### config.mk
export PLATFORM = sky130hd
export DESIGN_NAME = metaball_field_evaluator_core
export DESIGN_NICKNAME = d
export VERILOG_FILES = /design/src/mfe_pkg.sv /design/src/metaball_field_evaluator_core.sv
export SDC_FILE = /design/constraint.sdc
export NUM_CORES = 2
export LEC_CHECK = 0
export BUFFER_PORTS_ARGS = -buffer_cell sky130_fd_sc_hd__buf_4
export CORE_MARGIN = 5
export CORE_UTILIZATION = 50
export CTS_CLUSTER_SIZE = 16
export DETAILED_ROUTE_END_ITERATION = 12
export PLACE_DENSITY = 0.73
export RECOVER_POWER = 100
export SLEW_MARGIN = 20
export SYNTH_ARGS = -nofsm -noshare
export SYNTH_HDL_FRONTEND = slang
export SYNTH_SLANG_ARGS = --single-unit
### constraint.sdc
create_clock -name clk -period 13.98 [get_ports clk]
set_input_delay 2.097 -clock clk [delete_from_list [all_inputs] [get_ports clk]]
set_output_delay 2.097 -clock clk [all_outputs]
set_load 0.02 [all_outputs]
### src/mfe_pkg.sv
// Shared types and constants for the metaball field evaluator.
`timescale 1ns / 1ps

package mfe_pkg;

  localparam int GRID_SIZE_DEF   = 32;
  localparam int MAX_SPHERES_DEF = 32;

  localparam int COORD_W = 16;            // Q2.14 centre coordinate
  localparam int GRID_W  = 5;             // grid index
  localparam int IDX_W   = 5;             // sphere_index field
  localparam int CNT_W   = 6;             // sphere_count register
  localparam int FIELD_W = 32;            // Q12.20 field value
  localparam int ONE_Q14 = 16384;
  localparam int D_W     = 27;            // signed difference, |D| < 2^25
  localparam int MAG_W   = D_W - 1;
  localparam int SQ_W    = 2 * MAG_W;
  localparam int S_W     = SQ_W + 2;      // sum of three squares
  localparam int Q_W     = 32;            // quotient bits produced
  localparam int REM_W   = S_W + 1;
  // Below or at this distance squared the reciprocal exceeds the field range.
  localparam int SAT_LIMIT = 262144;      // 2^18 = 2^50 >> 32

  localparam logic CMD_LOAD = 1'b0;
  localparam logic CMD_EVAL = 1'b1;

  typedef enum logic [2:0] {
    ST_IDLE,
    ST_READ,
    ST_DIFF,
    ST_SQUARE,
    ST_ADDSQ,
    ST_DIVIDE,
    ST_ACCUM,
    ST_DONE
  } mfe_state_t;

endpackage

### src/metaball_field_evaluator_core.sv
// Metaball field evaluator: sphere table memory and per-sphere sequencer.
// An evaluate, once accepted, walks the N summed spheres in turn: per sphere a
// memory read, a difference, 3 square and 3 accumulate steps, 32 steps of the shared
// restoring divider (skipped when the term clamps) and an add, then presents its result.
// Throughput: one request at a time; the divider loop sets the rate.
// Reset (synchronous, active low) clears the sequencer, the output valid and
// sphere_count; the sphere table is not cleared and holds garbage until loaded.
`timescale 1ns / 1ps

module metaball_field_evaluator_core
  import mfe_pkg::*;
#(
  parameter int GRID_SIZE   = GRID_SIZE_DEF,
  parameter int MAX_SPHERES = MAX_SPHERES_DEF
) (
  input  logic                clk,
  input  logic                rst_n,
  input  logic                cfg_wr_en,
  input  logic [CNT_W-1:0]    cfg_wr_data,
  input  logic                in_tvalid,
  output logic                in_tready,
  // [4:0] sphere_index, [20:5] centre_x, [36:21] centre_y, [52:37] centre_z,
  // [57:53] grid_x, [62:58] grid_y, [67:63] grid_z, [71:68] zero
  input  logic [71:0]         in_tdata,
  // [0] command
  input  logic                in_tuser,
  output logic                out_tvalid,
  input  logic                out_tready,
  // [31:0] field_value
  output logic [FIELD_W-1:0]  out_tdata,
  // [0] saturated
  output logic                out_tuser
);

  localparam int AW = (MAX_SPHERES > 1) ? $clog2(MAX_SPHERES) : 1;
  localparam int CW = $clog2(MAX_SPHERES + 1);
  localparam int QC_W = $clog2(Q_W);

  logic [3*COORD_W-1:0] mem [MAX_SPHERES];
  logic [3*COORD_W-1:0] rd_data_r;

  mfe_state_t state_r, state_nxt;
  logic [CNT_W-1:0]   cfg_count_r;
  logic [CW-1:0]      count_r, count_nxt;
  logic [CW-1:0]      n_r, n_nxt;
  logic [GRID_W-1:0]  gx_r, gy_r, gz_r, gx_nxt, gy_nxt, gz_nxt;
  logic [MAG_W-1:0]   mag_r [3];
  logic [MAG_W-1:0]   mag_nxt [3];
  logic [1:0]         axis_r, axis_nxt;
  logic [SQ_W-1:0]    sq_r, sq_nxt;
  logic [S_W-1:0]     s_r, s_nxt;
  logic [REM_W-1:0]   rem_r, rem_nxt;
  logic [Q_W-1:0]     q_r, q_nxt;
  logic [QC_W-1:0]    qc_r, qc_nxt;
  logic               term_sat_r, term_sat_nxt;
  logic [FIELD_W-1:0] sum_r, sum_nxt;
  logic               sat_r, sat_nxt;
  logic               out_valid_r, out_valid_nxt;
  logic [FIELD_W-1:0] out_data_r, out_data_nxt;
  logic               out_sat_r, out_sat_nxt;

  logic               in_acc;
  logic [IDX_W-1:0]   ld_idx;
  logic               ld_ok;
  logic [AW-1:0]      rd_addr;
  logic [REM_W-1:0]   rem_sh;
  logic [FIELD_W:0]   sum_ext;
  logic [FIELD_W-1:0] term;
  logic [8:0]         cfg_wide;

  assign in_tready  = (state_r == ST_IDLE);
  assign in_acc     = in_tvalid && in_tready;
  assign ld_idx     = in_tdata[4:0];
  assign ld_ok      = ({4'b0, ld_idx} < 9'(MAX_SPHERES));
  assign rd_addr    = n_r[AW-1:0];
  assign out_tvalid = out_valid_r;
  assign out_tdata  = out_data_r;
  assign out_tuser  = out_sat_r;
  assign cfg_wide   = {3'b0, cfg_count_r};

  // Table write on a load request, registered read for the sequencer.
  always_ff @(posedge clk) begin
    if (in_acc && in_tuser == CMD_LOAD && ld_ok) begin
      mem[AW'(ld_idx)] <= in_tdata[52:5];
    end
    rd_data_r <= mem[rd_addr];
  end

  function automatic logic [MAG_W-1:0] abs_diff(input logic [GRID_W-1:0] g,
                                                input logic [COORD_W-1:0] c);
    logic signed [D_W-1:0] pos;
    logic signed [D_W-1:0] gp;
    logic signed [D_W-1:0] d;
    pos = D_W'((D_W'(signed'(c)) + D_W'(ONE_Q14)) * D_W'(GRID_SIZE));
    gp  = signed'({{(D_W-GRID_W-15){1'b0}}, g, 15'b0});
    d   = gp - pos;
    abs_diff = d[D_W-1] ? MAG_W'(-d) : MAG_W'(d);
  endfunction

  always_ff @(posedge clk) begin
    if (!rst_n) begin
      state_r     <= ST_IDLE;
      cfg_count_r <= '0;
      out_valid_r <= 1'b0;
    end else begin
      state_r     <= state_nxt;
      out_valid_r <= out_valid_nxt;
      if (cfg_wr_en) begin
        cfg_count_r <= cfg_wr_data;
      end
    end
  end

  always_ff @(posedge clk) begin
    count_r    <= count_nxt;
    n_r        <= n_nxt;
    gx_r       <= gx_nxt;
    gy_r       <= gy_nxt;
    gz_r       <= gz_nxt;
    mag_r      <= mag_nxt;
    axis_r     <= axis_nxt;
    sq_r       <= sq_nxt;
    s_r        <= s_nxt;
    rem_r      <= rem_nxt;
    q_r        <= q_nxt;
    qc_r       <= qc_nxt;
    term_sat_r <= term_sat_nxt;
    sum_r      <= sum_nxt;
    sat_r      <= sat_nxt;
    out_data_r <= out_data_nxt;
    out_sat_r  <= out_sat_nxt;
  end

  always_comb begin
    state_nxt     = state_r;
    count_nxt     = count_r;
    n_nxt         = n_r;
    gx_nxt        = gx_r;
    gy_nxt        = gy_r;
    gz_nxt        = gz_r;
    mag_nxt       = mag_r;
    axis_nxt      = axis_r;
    sq_nxt        = sq_r;
    s_nxt         = s_r;
    rem_nxt       = rem_r;
    q_nxt         = q_r;
    qc_nxt        = qc_r;
    term_sat_nxt  = term_sat_r;
    sum_nxt       = sum_r;
    sat_nxt       = sat_r;
    out_valid_nxt = out_valid_r && !out_tready;
    out_data_nxt  = out_data_r;
    out_sat_nxt   = out_sat_r;
    rem_sh        = {rem_r[REM_W-2:0], 1'b0};
    term          = term_sat_r ? '1 : q_r;
    sum_ext       = {1'b0, sum_r} + {1'b0, term};

    unique case (state_r)
      ST_IDLE: begin
        if (in_acc && in_tuser == CMD_EVAL) begin
          gx_nxt  = in_tdata[57:53];
          gy_nxt  = in_tdata[62:58];
          gz_nxt  = in_tdata[67:63];
          count_nxt = (cfg_wide > 9'(MAX_SPHERES)) ? CW'(MAX_SPHERES) : CW'(cfg_count_r);
          n_nxt   = '0;
          sum_nxt = '0;
          sat_nxt = 1'b0;
          state_nxt = (cfg_count_r == '0) ? ST_DONE : ST_READ;
        end
      end
      ST_READ: begin
        state_nxt = ST_DIFF;
      end
      ST_DIFF: begin
        mag_nxt[0] = abs_diff(gx_r, rd_data_r[15:0]);
        mag_nxt[1] = abs_diff(gy_r, rd_data_r[31:16]);
        mag_nxt[2] = abs_diff(gz_r, rd_data_r[47:32]);
        axis_nxt   = '0;
        s_nxt      = '0;
        state_nxt  = ST_SQUARE;
      end
      ST_SQUARE: begin
        sq_nxt    = mag_r[axis_r] * mag_r[axis_r];
        state_nxt = ST_ADDSQ;
      end
      ST_ADDSQ: begin
        s_nxt = s_r + S_W'(sq_r);
        if (axis_r == 2'd2) begin
          // Zero distance or a reciprocal beyond the field range clamps the term.
          if (s_nxt <= S_W'(SAT_LIMIT)) begin
            term_sat_nxt = 1'b1;
            state_nxt    = ST_ACCUM;
          end else begin
            term_sat_nxt = 1'b0;
            rem_nxt      = REM_W'(SAT_LIMIT);
            q_nxt        = '0;
            qc_nxt       = '0;
            state_nxt    = ST_DIVIDE;
          end
        end else begin
          axis_nxt  = axis_r + 2'd1;
          state_nxt = ST_SQUARE;
        end
      end
      ST_DIVIDE: begin
        if (rem_sh >= REM_W'(s_r)) begin
          rem_nxt = rem_sh - REM_W'(s_r);
          q_nxt   = {q_r[Q_W-2:0], 1'b1};
        end else begin
          rem_nxt = rem_sh;
          q_nxt   = {q_r[Q_W-2:0], 1'b0};
        end
        qc_nxt = qc_r + 1'b1;
        if (qc_r == QC_W'(Q_W - 1)) begin
          state_nxt = ST_ACCUM;
        end
      end
      ST_ACCUM: begin
        if (sum_ext[FIELD_W]) begin
          sum_nxt = '1;
          sat_nxt = 1'b1;
        end else begin
          sum_nxt = sum_ext[FIELD_W-1:0];
          sat_nxt = sat_r | term_sat_r;
        end
        n_nxt     = n_r + 1'b1;
        state_nxt = (n_r + 1'b1 == count_r) ? ST_DONE : ST_READ;
      end
      ST_DONE: begin
        if (!out_valid_r || out_tready) begin
          out_valid_nxt = 1'b1;
          out_data_nxt  = sum_r;
          out_sat_nxt   = sat_r;
          state_nxt     = ST_IDLE;
        end
      end
      default: state_nxt = ST_IDLE;
    endcase
  end

  a_div_range: assert property (@(posedge clk) disable iff (!rst_n)
    state_r == ST_DIVIDE |-> s_r > S_W'(SAT_LIMIT))
    else $error("divider running on a distance that should have clamped");

  a_read_bound: assert property (@(posedge clk) disable iff (!rst_n)
    state_r == ST_READ |-> n_r < count_r)
    else $error("sphere counter ran past the count");

  a_done_out: assert property (@(posedge clk) disable iff (!rst_n)
    state_r == ST_DONE && !(out_valid_r && !out_tready) |=> out_valid_r)
    else $error("finished evaluate did not present a result");

endmodule
==> results.sh <==
export IMPL_syn_area_per_cell_sq_um=15.6
export IMPL_postCtsSetupRepairBufs=0
export IMPL_cts_hold_buffers=0
export IMPL_tns_ns=0
export IMPL_endpoint_kind="flop"
export IMPL_cpMostUsedCell="fa_1"
export IMPL_clock_latency_ns=0.84
export IMPL_critPathKind="reg -> reg"
export IMPL_synth_top_area_frac=0.591
export IMPL_synth_edf_count=1875
export IMPL_drv_cap=56
export IMPL_ant_nets=0
export IMPL_syn_cell_area_sq_um=95300
export IMPL_synth_seq_cells=1933
export IMPL_n_fill_cell=14613
export IMPL_clk_pin_slew_ns=0.06
export IMPL_critPathMaxFanout=24
export IMPL_io_pins=119
export IMPL_clock_sinks=1933
export IMPL_clockBufferDepth=3
export IMPL_yosys_warnings=0
export IMPL_drc_errors=0
export IMPL_multi_input_area_sq_um=34600
export IMPL_fp_dieW_um=447
export IMPL_grt_pass1_vias=55049
export IMPL_fin_nets=7000
export IMPL_relSlewSlack=-4.46
export IMPL_min_period_over_period=0.813
export IMPL_cts_tree="yes"
export IMPL_synth_area_leaders="edfxtp_1 59%, mux4_2 11%, fa_1 6.8%"
export IMPL_seqCellArea_sq_um=57500
export IMPL_die_area_sq_um=199000
export IMPL_tightest_slew_ns=8.18
export IMPL_synth_cells=6089
export IMPL_die_h_um=447
export IMPL_crit_arrival_ns=11.95
export IMPL_vias=53161
export IMPL_violations="max-capacitance violations, max-slew violations"
export IMPL_max_stage_delay_ns=1.25
export IMPL_cp_num_buf_inv=9
export IMPL_core_sq_um=190000
export IMPL_slew_viol_final=2155
export IMPL_setup_viol=0
export IMPL_drtPass1Iterations=5
export IMPL_via_per_inst=5.95
export IMPL_period_needed_ns=11.37
export IMPL_cpLargestDelayFamily="buffers and inverters"
export IMPL_finalHoldViolCount=0
export IMPL_syn_to_final_growth_pct=9.91
export IMPL_synthFlopType="edfxtp_1"
export IMPL_cts_root_buf="clkbuf_16"
export IMPL_numPortBuffers=114
export IMPL_rsz0062_at_grt="no"
export IMPL_slowest_stage="clkbuf_1"
export IMPL_worst_clock_skew_ns=0.0483
export IMPL_grt_ovfl_total=0
export IMPL_hp_class="reg -> reg"
export IMPL_grt_max_degree=98
export IMPL_rows=160
export IMPL_crit_required_ns=14.56
export IMPL_post_cts_resized=0
export IMPL_outcome="finished, violations left"
export IMPL_globalplace_congestion=0.894
export IMPL_synth_area_leader_cell="edfxtp_1"
export IMPL_wl_per_cell_um=25.6
export IMPL_drt_iter0_drc=5688
export IMPL_grt_use_total=0.231
export IMPL_fmax_ghz=0.0879
export IMPL_grt_pass1_wl_mm=344
export IMPL_initial_core_util=0.502
export IMPL_numCtsBuffers=190
export IMPL_totalWireLength_mm=229
export IMPL_place_hpwl_mm=133
export IMPL_htreeDepth=4
export IMPL_async_flop_share=0
export IMPL_critPathLaunchType="flop"
export IMPL_layout_drive_gt1_share=0.138
export IMPL_ys_seq_area_frac=0.603
export IMPL_ys_types=85
export IMPL_grt_antenna_before_repair=20
-- metrics by stage --
step	instance area [sq um]	hold slack, ns	utilization	cells	worst slack [ns]
after floorplan	95300	0.427	-	6103	5.44
after global placement	99300	0.440	0.523	8572	4.46
after detailed placement	99300	0.443	0.523	8572	4.38
after CTS	106000	0.445	0.556	8922	4.35
after global routing	105000	0.468	0.552	8929	1.79
final	105000	0.451	0.552	8935	2.61
-- flip-flops by register name, summed over array words and instances (netlist names), 3 cells and up, named ones only --
register     count
sum_r           32
rem_r           51
s_r             50
rd_data_r       48
qc_r             5
state_r          3
n_r              6
gz_r             5
cfg_count_r      6
gy_r             5
out_tdata       32
q_r             32
mem           1536
mag_r           63
sq_r            41
gx_r             5
count_r          6
-- cells by family (layout without fill, tap and decap cells) --
family | after synthesis | count (layout) | share of synthesized area
other | 2 | 27 | 0.0000788
AND/OR/NAND/NOR | 1099 | 1099 | 0.0543
flip-flops | 1933 | 1933 | 0.603
buffers and inverters | 846 | 1156 | 0.0337
XOR/XNOR | 238 | 238 | 0.0219
AO/OA/AOI/OAI | 700 | 700 | 0.0468
adder cells (fa/ha/maj) | 661 | 661 | 0.112
multiplexers | 610 | 610 | 0.128
-- placed cells by master, fill, tap and decap left out, drive strengths merged, types with 91 or more instances in the layout --
cell type  instances
ha               338
fa               323
nor2             381
a21o              91
a21oi            232
o21ai            135
xnor2            158
edfxtp          1875
nand2            266
clkbuf           408
inv              602
mux4             480
-- Yosys cell counts (91+ instances only) --
cell type  instances
edfxtp_1        1875
a21oi_1          231
nor2_1           381
a21o_1            91
fa_1             323
inv_1            597
ha_1             338
clkbuf_1         192
xnor2_1          158
nand2_1          266
mux4_2           480
o21ai_0          130
-- layer usage --
| metal | routed length, um | up-vias | part of all wire | global-route usage |
|---|---|---|---|---|
| met5 | 48 | - | 0.00021 | 0 |
| met4 | 7120 | 8 | 0.031 | 0.0698 |
| li1 | - | 23142 | - | - |
| met3 | 19500 | 435 | 0.085 | 0.0424 |
| met2 | 117000 | 2323 | 0.51 | 0.400 |
| met1 | 85400 | 27253 | 0.37 | 0.298 |
-- layout make-up --
| type | count | share of cell area |
|---|---|---|
| clock buffer | 254 | 0.0487 |
| inverter | 604 | 0.0217 |
| sequential | 1933 | 0.549 |
| multi-input combinational | 3324 | 0.331 |
| clock inverter | 96 | 0.0102 |
| antenna | 11 | 0.000263 |
| tap | 2511 | 0.0300 |
| timing repair buffer | 202 | 0.00986 |
-- worst register-to-register path: cells and delay by family, from the launching register on --
family	cells	cell delay, ns
buffers and inverters	9	3.67
adder cells (fa/ha/maj)	8	3.52
AO/OA/AOI/OAI	8	2.69
AND/OR/NAND/NOR	5	0.87
flip-flops	1	0.32
XOR/XNOR	1	0.08
-- final timing paths --
check             from       endpoint  cells after the start  slack (ns)
max          axis_r[1]       sq_r[51]                     31        2.61
max reg2reg  axis_r[1]       sq_r[51]                     31        2.61
min reg2reg  sum_r[31]  out_tdata[31]                      0        0.45
min          sum_r[31]  out_tdata[31]                      0        0.45
Power is not shown: default switching activity piles up to over one toggle a cycle in this logic, so the estimate is an artifact.
